File: src/hdl/assert_macros.svh
// Assertion macros shared by the RTL; empty when SYNTH is defined.
`ifndef ASSERT_MACROS_SVH
`define ASSERT_MACROS_SVH

`ifndef SYNTH

// Antecedent implies consequent in the same cycle.
`define ASSERT_NOW(lbl, clk, rst_n, ante, cons) \
  lbl: assert property (@(posedge clk) disable iff (!rst_n) (ante) |-> (cons)) \
    else $error("assertion failed");

// Antecedent implies consequent in the next cycle.
`define ASSERT_NXT(lbl, clk, rst_n, ante, cons) \
  lbl: assert property (@(posedge clk) disable iff (!rst_n) (ante) |=> (cons)) \
    else $error("assertion failed");

`else

`define ASSERT_NOW(lbl, clk, rst_n, ante, cons)
`define ASSERT_NXT(lbl, clk, rst_n, ante, cons)

`endif

`endif

File: src/hdl/crcfr_pkg.sv
// Shared constants, types and the CRC-32 byte update for the frame receiver.
package crcfr_pkg;

  localparam int unsigned CFG_ADDR_W = 3;
  localparam int unsigned CFG_DATA_W = 32;

  // Register indexes, decoded from paddr[2]
  localparam logic REG_START_MARKER = 1'b0;
  localparam logic REG_END_MARKER   = 1'b1;

  localparam logic [7:0] START_MARKER_RST = 8'h5A;
  localparam logic [7:0] END_MARKER_RST   = 8'hB2;

  localparam logic [31:0] CRC_POLY = 32'hEDB8_8320;
  localparam logic [31:0] CRC_INIT = 32'hFFFF_FFFF;

  // Byte positions within a nine-byte frame
  localparam logic [3:0] POS_START = 4'd0;
  localparam logic [3:0] POS_CMD   = 4'd1;
  localparam logic [3:0] POS_LEN   = 4'd2;
  localparam logic [3:0] POS_DATA  = 4'd3;
  localparam logic [3:0] POS_END   = 4'd4;
  localparam logic [3:0] POS_CRC0  = 4'd5;
  localparam logic [3:0] POS_CRC1  = 4'd6;
  localparam logic [3:0] POS_CRC2  = 4'd7;
  localparam logic [3:0] POS_CRC3  = 4'd8;

  typedef struct packed {
    logic [7:0] start_marker;
    logic [7:0] end_marker;
  } markers_t;

  // Reflected CRC-32, one byte, LSB first
  function automatic logic [31:0] crc_feed(input logic [31:0] acc, input logic [7:0] b);
    logic [31:0] c;
    c = acc ^ {24'd0, b};
    for (int k = 0; k < 8; k++) begin
      c = c[0] ? ((c >> 1) ^ CRC_POLY) : (c >> 1);
    end
    return c;
  endfunction

endpackage

File: src/hdl/crcfr_regs.sv
// APB register block holding the start and end marker bytes.
module crcfr_regs import crcfr_pkg::*; (
  input  logic                  clk,
  input  logic                  rst_n,
  input  logic                  psel,
  input  logic                  penable,
  input  logic                  pwrite,
  input  logic [CFG_ADDR_W-1:0] paddr,
  input  logic [CFG_DATA_W-1:0] pwdata,
  output logic [CFG_DATA_W-1:0] prdata,
  output logic                  pready,
  output markers_t              markers
);

  markers_t markers_r;
  markers_t markers_nxt;
  logic     wr_en;

  assign pready = 1'b1;
  assign wr_en  = psel & penable & pwrite;

  // Byte lanes and low address bits are not decoded
  always_comb begin
    markers_nxt = markers_r;
    if (wr_en) begin
      unique case (paddr[2])
        REG_START_MARKER: markers_nxt.start_marker = pwdata[7:0];
        REG_END_MARKER:   markers_nxt.end_marker   = pwdata[7:0];
        default:          markers_nxt = markers_r;
      endcase
    end
  end

  always_comb begin
    unique case (paddr[2])
      REG_START_MARKER: prdata = {24'd0, markers_r.start_marker};
      REG_END_MARKER:   prdata = {24'd0, markers_r.end_marker};
      default:          prdata = '0;
    endcase
  end

  always_ff @(posedge clk) begin
    if (!rst_n) begin
      markers_r.start_marker <= START_MARKER_RST;
      markers_r.end_marker   <= END_MARKER_RST;
    end else begin
      markers_r <= markers_nxt;
    end
  end

  assign markers = markers_r;

endmodule

File: src/hdl/crc32_frame_receiver.sv
// Frame receiver: 9-byte frames, result registered on the ninth byte.
// Throughput: one byte per cycle bar a stalled ninth byte; the CRC update is unrolled logic.
// Latency: the result is valid the cycle after the ninth byte's transaction.
// Bytes 1..8 of a frame are taken while a result waits; the ninth waits for the output slot.
// Reset (synchronous, rst_n low): frame position 0, CRC all ones, no result pending,
// markers back to 0x5A and 0xB2.
`include "assert_macros.svh"

module crc32_frame_receiver import crcfr_pkg::*; (
  input  logic                  clk,
  input  logic                  rst_n,
  // byte input
  input  logic                  in_valid,
  output logic                  in_ready,
  input  logic [7:0]            in_rx_byte,
  // result output
  output logic                  out_valid,
  input  logic                  out_ready,
  output logic [7:0]            out_command_byte,
  output logic [7:0]            out_length_byte,
  output logic [7:0]            out_data_byte,
  output logic                  out_crc_ok,
  // configuration
  input  logic                  cfg_psel,
  input  logic                  cfg_penable,
  input  logic                  cfg_pwrite,
  input  logic [CFG_ADDR_W-1:0] cfg_paddr,
  input  logic [CFG_DATA_W-1:0] cfg_pwdata,
  output logic [CFG_DATA_W-1:0] cfg_prdata,
  output logic                  cfg_pready
);

  markers_t markers;

  logic [3:0]  pos_r,   pos_nxt;
  logic [31:0] crc_r,   crc_nxt;
  logic [7:0]  cmd_r,   cmd_nxt;
  logic [7:0]  len_r,   len_nxt;
  logic [7:0]  data_r,  data_nxt;
  logic [23:0] rxcrc_r, rxcrc_nxt;

  logic        out_valid_r, out_valid_nxt;
  logic [7:0]  out_cmd_r,   out_cmd_nxt;
  logic [7:0]  out_len_r,   out_len_nxt;
  logic [7:0]  out_data_r,  out_data_nxt;
  logic        out_ok_r,    out_ok_nxt;

  logic        last_byte;
  logic        in_fire;
  logic        out_fire;

  crcfr_regs u_regs (
    .clk     (clk),
    .rst_n   (rst_n),
    .psel    (cfg_psel),
    .penable (cfg_penable),
    .pwrite  (cfg_pwrite),
    .paddr   (cfg_paddr),
    .pwdata  (cfg_pwdata),
    .prdata  (cfg_prdata),
    .pready  (cfg_pready),
    .markers (markers)
  );

  assign last_byte = (pos_r == POS_CRC3);
  // only the closing byte needs the output slot
  assign in_ready  = !last_byte || !out_valid_r || out_ready;
  assign in_fire   = in_valid && in_ready;
  assign out_fire  = out_valid_r && out_ready;

  always_comb begin
    pos_nxt       = pos_r;
    crc_nxt       = crc_r;
    cmd_nxt       = cmd_r;
    len_nxt       = len_r;
    data_nxt      = data_r;
    rxcrc_nxt     = rxcrc_r;
    out_valid_nxt = out_valid_r && !out_fire;
    out_cmd_nxt   = out_cmd_r;
    out_len_nxt   = out_len_r;
    out_data_nxt  = out_data_r;
    out_ok_nxt    = out_ok_r;
    if (in_fire) begin
      pos_nxt = pos_r + 4'd1;
      case (pos_r)
        POS_CMD: begin
          cmd_nxt = in_rx_byte;
          crc_nxt = crc_feed(crc_r, in_rx_byte);
        end
        POS_LEN: begin
          len_nxt = in_rx_byte;
          crc_nxt = crc_feed(crc_r, in_rx_byte);
        end
        POS_DATA: begin
          data_nxt = in_rx_byte;
          crc_nxt  = crc_feed(crc_r, in_rx_byte);
        end
        POS_END:  crc_nxt = crc_feed(crc_r, markers.end_marker);
        POS_CRC0: rxcrc_nxt = {16'd0, in_rx_byte};
        POS_CRC1: rxcrc_nxt[15:8] = in_rx_byte;
        POS_CRC2: rxcrc_nxt[23:16] = in_rx_byte;
        POS_CRC3: begin
          pos_nxt       = POS_START;
          crc_nxt       = CRC_INIT;
          out_valid_nxt = 1'b1;
          out_cmd_nxt   = cmd_r;
          out_len_nxt   = len_r;
          out_data_nxt  = data_r;
          out_ok_nxt    = ({in_rx_byte, rxcrc_r} == ~crc_r);
        end
        // start byte, and any unused position, opens a new frame
        default: begin
          pos_nxt = POS_CMD;
          crc_nxt = crc_feed(CRC_INIT, markers.start_marker);
        end
      endcase
    end
  end

  always_ff @(posedge clk) begin
    if (!rst_n) begin
      pos_r       <= POS_START;
      crc_r       <= CRC_INIT;
      out_valid_r <= 1'b0;
    end else begin
      pos_r       <= pos_nxt;
      crc_r       <= crc_nxt;
      out_valid_r <= out_valid_nxt;
    end
  end

  always_ff @(posedge clk) begin
    cmd_r      <= cmd_nxt;
    len_r      <= len_nxt;
    data_r     <= data_nxt;
    rxcrc_r    <= rxcrc_nxt;
    out_cmd_r  <= out_cmd_nxt;
    out_len_r  <= out_len_nxt;
    out_data_r <= out_data_nxt;
    out_ok_r   <= out_ok_nxt;
  end

  assign out_valid        = out_valid_r;
  assign out_command_byte = out_cmd_r;
  assign out_length_byte  = out_len_r;
  assign out_data_byte    = out_data_r;
  assign out_crc_ok       = out_ok_r;

  `ASSERT_NOW(a_pos_in_frame, clk, rst_n, 1'b1, pos_r <= POS_CRC3)
  `ASSERT_NOW(a_no_overwrite, clk, rst_n, out_valid_r && !out_ready, !(in_fire && last_byte))
  `ASSERT_NXT(a_frame_close, clk, rst_n, in_fire && last_byte,
              out_valid_r && pos_r == POS_START && crc_r == CRC_INIT)
  `ASSERT_NXT(a_no_spurious, clk, rst_n, !(in_fire && last_byte) && !out_valid_r, !out_valid_r)

endmodule

File: config.mk
export PLATFORM = sky130hd
export DESIGN_NAME = crc32_frame_receiver
export DESIGN_NICKNAME = d
export VERILOG_FILES = /design/src/hdl/crcfr_pkg.sv /design/src/hdl/crcfr_regs.sv /design/src/hdl/crc32_frame_receiver.sv
export VERILOG_INCLUDE_DIRS = /design/src /design/src/hdl
export SDC_FILE = /design/constraint.sdc
export NUM_CORES = 1
export LEC_CHECK = 0
export ABC_AREA = 1
export BUFFER_PORTS_ARGS = -buffer_cell sky130_fd_sc_hd__buf_2
export CORE_MARGIN = 8
export CORE_UTILIZATION = 25
export CTS_CLUSTER_SIZE = 10
export DETAILED_ROUTE_END_ITERATION = 6
export GPL_TIMING_DRIVEN = 0
export SYNTH_ARGS = -nofsm -noshare
export SYNTH_HDL_FRONTEND = slang
export SYNTH_SLANG_ARGS = --single-unit
File: constraint.sdc
create_clock -name clk -period 3.2 [get_ports clk]
set_clock_uncertainty 0.05 [all_clocks]
set_input_delay 0.64 -clock clk [delete_from_list [all_inputs] [get_ports clk]]
set_output_delay 0.64 -clock clk [all_outputs]
set_load 0.05 [all_outputs]
==> flow_summary.json <==
{
  "outcome": "completed",
  "root_buffer": "clkbuf_16",
  "cts_setup_buffers": 0,
  "fill_cells": 3620,
  "syn_inst": 1107,
  "yosysWarnings": 0,
  "initial_core_util": 0.253,
  "fin_util": 0.299,
  "slew_headroom": 0.334,
  "required_ns": 3.20,
  "rrSetupSlack_ns": 0.67,
  "cts_tree": "built",
  "wl_met1_um": 11700,
  "regToRegStartpoint": "pos_r[0]",
  "die_h_um": 200,
  "clock_path_buffers": 2,
  "drtPass1Iterations": 7,
  "crit_type": "reg -> reg",
  "crit_start": "pos_r[0]",
  "dpl-instance-area_um2": 9390,
  "pin_count": 110,
  "synth_top_area_share": 0.259,
  "finalNonFillerCells": 1667,
  "post-route-period-util": 0.791,
  "syn_avg_cell_area_um2": 7.64,
  "synth_edf_count": 73,
  "grt_usage": 0.138,
  "drt_iter0_drc": 690,
  "tightest_slew_ns": 0.998,
  "p_leak_uw": 0.00448,
  "wirelength_um": 27500,
  "dp_cells": 1635,
  "switching_share": 0.384,
  "fin_crit_ns": 2.53,
  "hold_violations": 0,
  "remaining_drc_errors": 0,
  "rsz0062_at_grt": "no",
  "layout_commonest_cell": "nand2_1",
  "maxCapViolations": 0,
  "synthesis.area_um2": 8460,
  "synth-async-reset-ratio": 0,
  "synth_largest_area_cell": "edfxtp_1",
  "coreArea_um2": 33400,
  "setup-tns-final_ns": 0,
  "dieArea_um2": 40000,
  "grt_pass1_vias": 6994,
  "wl_per_cell_um": 16.5,
  "vias_per_cell": 4.59,
  "grt_overflow": 0,
  "p_int_uw": 3430,
  "worstPathMaxFanout": 10,
  "place_congestion": 0.956,
  "endpoint": "rxcrc_r[18]",
  "path_clk_slew_ns": 0.06,
  "drive_above_1_share": 0.180,
  "antenna_found_initial": 0,
  "wl_met3_um": 2780,
  "cp-start-kind": "flop",
  "insertion_delay_ns": 0.44,
  "areaGrowthSynthToFinish_pct": 18.2,
  "final_cell_mix": "338 x nand2_1, 96 x nand3_1, 84 x xor2_1",
  "ir_drop_mv": 0.379,
  "ys_ff_latch": 126,
  "numPortBuffers": 57,
  "cts_resized": 0,
  "p_clk_frac": 0.352,
  "synth_seq_area_share": 0.385,
  "cp-end-kind": "flop",
  "cp.arrival_ns": 2.53,
  "share_comb_of_total_power": 0.311,
  "grt_max_degree": 27,
  "design_area_um2": 10000,
  "layout.nets": 1260,
  "timing.rr.end": "rxcrc_r[18]",
  "numCtsBuffers": 17,
  "hold_buffers": 0,
  "die_w_um": 200,
  "hold_class": "reg -> reg",
  "r2r_cells": 8,
  "p_total_uw": 5570,
  "seqPwrFrac": 0.338,
  "cts_num_sinks": 126,
  "synth_area_leaders": "edfxtp_1 26%, nand2_1 15%, dfxtp_1 13%, xor2_1 8.7%, nand3_1 5.7%",
  "slew_violations": 0,
  "p_switching_uw": 2140,
  "num_vias": 7658,
  "dpl.hpwl_um": 21700,
  "p_per_area_nw_per_um2": 557,
  "max_freq_ghz": 0.395,
  "setup_viol": 0,
  "grt_pass1_wl_um": 41000,
  "ant_nets": 0,
  "postSynth.topFlopCell": "edfxtp_1",
  "antenna-diode-count": 0,
  "htree_levels": 4,
  "top_layer": "met4",
  "row_count": 67,
  "ys_types": 46,
  "met2_wirelength_um": 11800
}
[cells in the mapped netlist, types with 7 or more instances]
| cell type | number |
|---|---|
| a21oi_1 | 71 |
| buf_2 | 16 |
| buf_4 | 28 |
| clkbuf_1 | 9 |
| dfxtp_1 | 53 |
| edfxtp_1 | 73 |
| inv_1 | 80 |
| inv_2 | 21 |
| nand2_1 | 338 |
| nand2_2 | 26 |
| nand2_4 | 8 |
| nand3_1 | 96 |
| nand4_1 | 10 |
| nor2_1 | 57 |
| o211ai_1 | 7 |
| o21ai_0 | 45 |
| xnor2_1 | 23 |
| xor2_1 | 84 |
[layout make-up]
class | count | area [um^2] | share of cell area
repair buffers | 57 | 285 | 0.0285
inverters | 104 | 403 | 0.0403
plain buffers | 59 | 402 | 0.0402
well taps | 448 | 561 | 0.0560
clock inverters | 15 | 169 | 0.0169
clock buffers | 17 | 425 | 0.0425
flip-flops and latches | 126 | 3250 | 0.325
multi-input cells | 841 | 4500 | 0.450
[stage by stage]
stage / hold slack [ns] / setup slack, ns
after CTS: 0.368 / 0.277
final: 0.367 / 0.670
after floorplan: 0.350 / 0.401
after global placement: 0.352 / 0.375
after detailed placement: 0.355 / 0.281
after global routing: 0.374 / 0.506
[power by group through the flow]
stage | combinational [uW] | clock (uW) | sequential [uW]
floorplan | 1280 | 0 | 1860
global placement | 1660 | 0 | 1910
detailed placement | 1690 | 0 | 1910
CTS | 1690 | 1990 | 1880
global route | 1890 | 2060 | 1880
finish | 1730 | 1960 | 1880
[metal layers]
layer | track usage | vias to the layer above
li1 | - | 3735
met1 | 0.177 | 3516
met2 | 0.207 | 347
met3 | 0.0416 | 60
met4 | 0.0755 | 0
met5 | 0 | -
[worst min-delay path by stage]
stage,from,endpoint,slack [ns],cells after the start
final,data_r[6],out_data_byte[6],0.37,0
after floorplan,cmd_r[0],out_command_byte[0],0.35,0
after global placement,data_r[0],out_data_byte[0],0.35,0
after detailed placement,cmd_r[7],out_command_byte[7],0.35,0
after CTS,data_r[6],out_data_byte[6],0.37,0
after global routing,cmd_r[7],out_command_byte[7],0.37,0
[worst max-delay path, stage by stage (launching register included)]
cell	delay [ns]
dfxtp_1	0.41
inv_1	0.11
ha_1	0.20
inv_1	0.14
nor3_4	0.07
nand2_1	0.10
nand2_2	0.09
buf_2	0.20
a21oi_1	0.78
[cells by family after synthesis]
| family | synth area share |
|---|---|
| adders and majority gates | 0.00592 |
| other | 0.000888 |
| and+or+nand+nor | 0.294 |
| buffers and inverters | 0.0951 |
| DFF | 0.385 |
| AOI/OAI and AO/OA | 0.0845 |
| xor gates and xnor gates | 0.135 |
[registers in the layout, indices dropped and copies added (netlist names)]
register	cells
pos_r	4
crc_r	32
len_r	8
out_crc_ok	1
out_command_byte	8
out_data_byte	8
cmd_r	8
u_regs.markers	16
data_r	8
out_length_byte	8
rxcrc_r	24
out_valid	1
(Power assumes the default switching activity.)
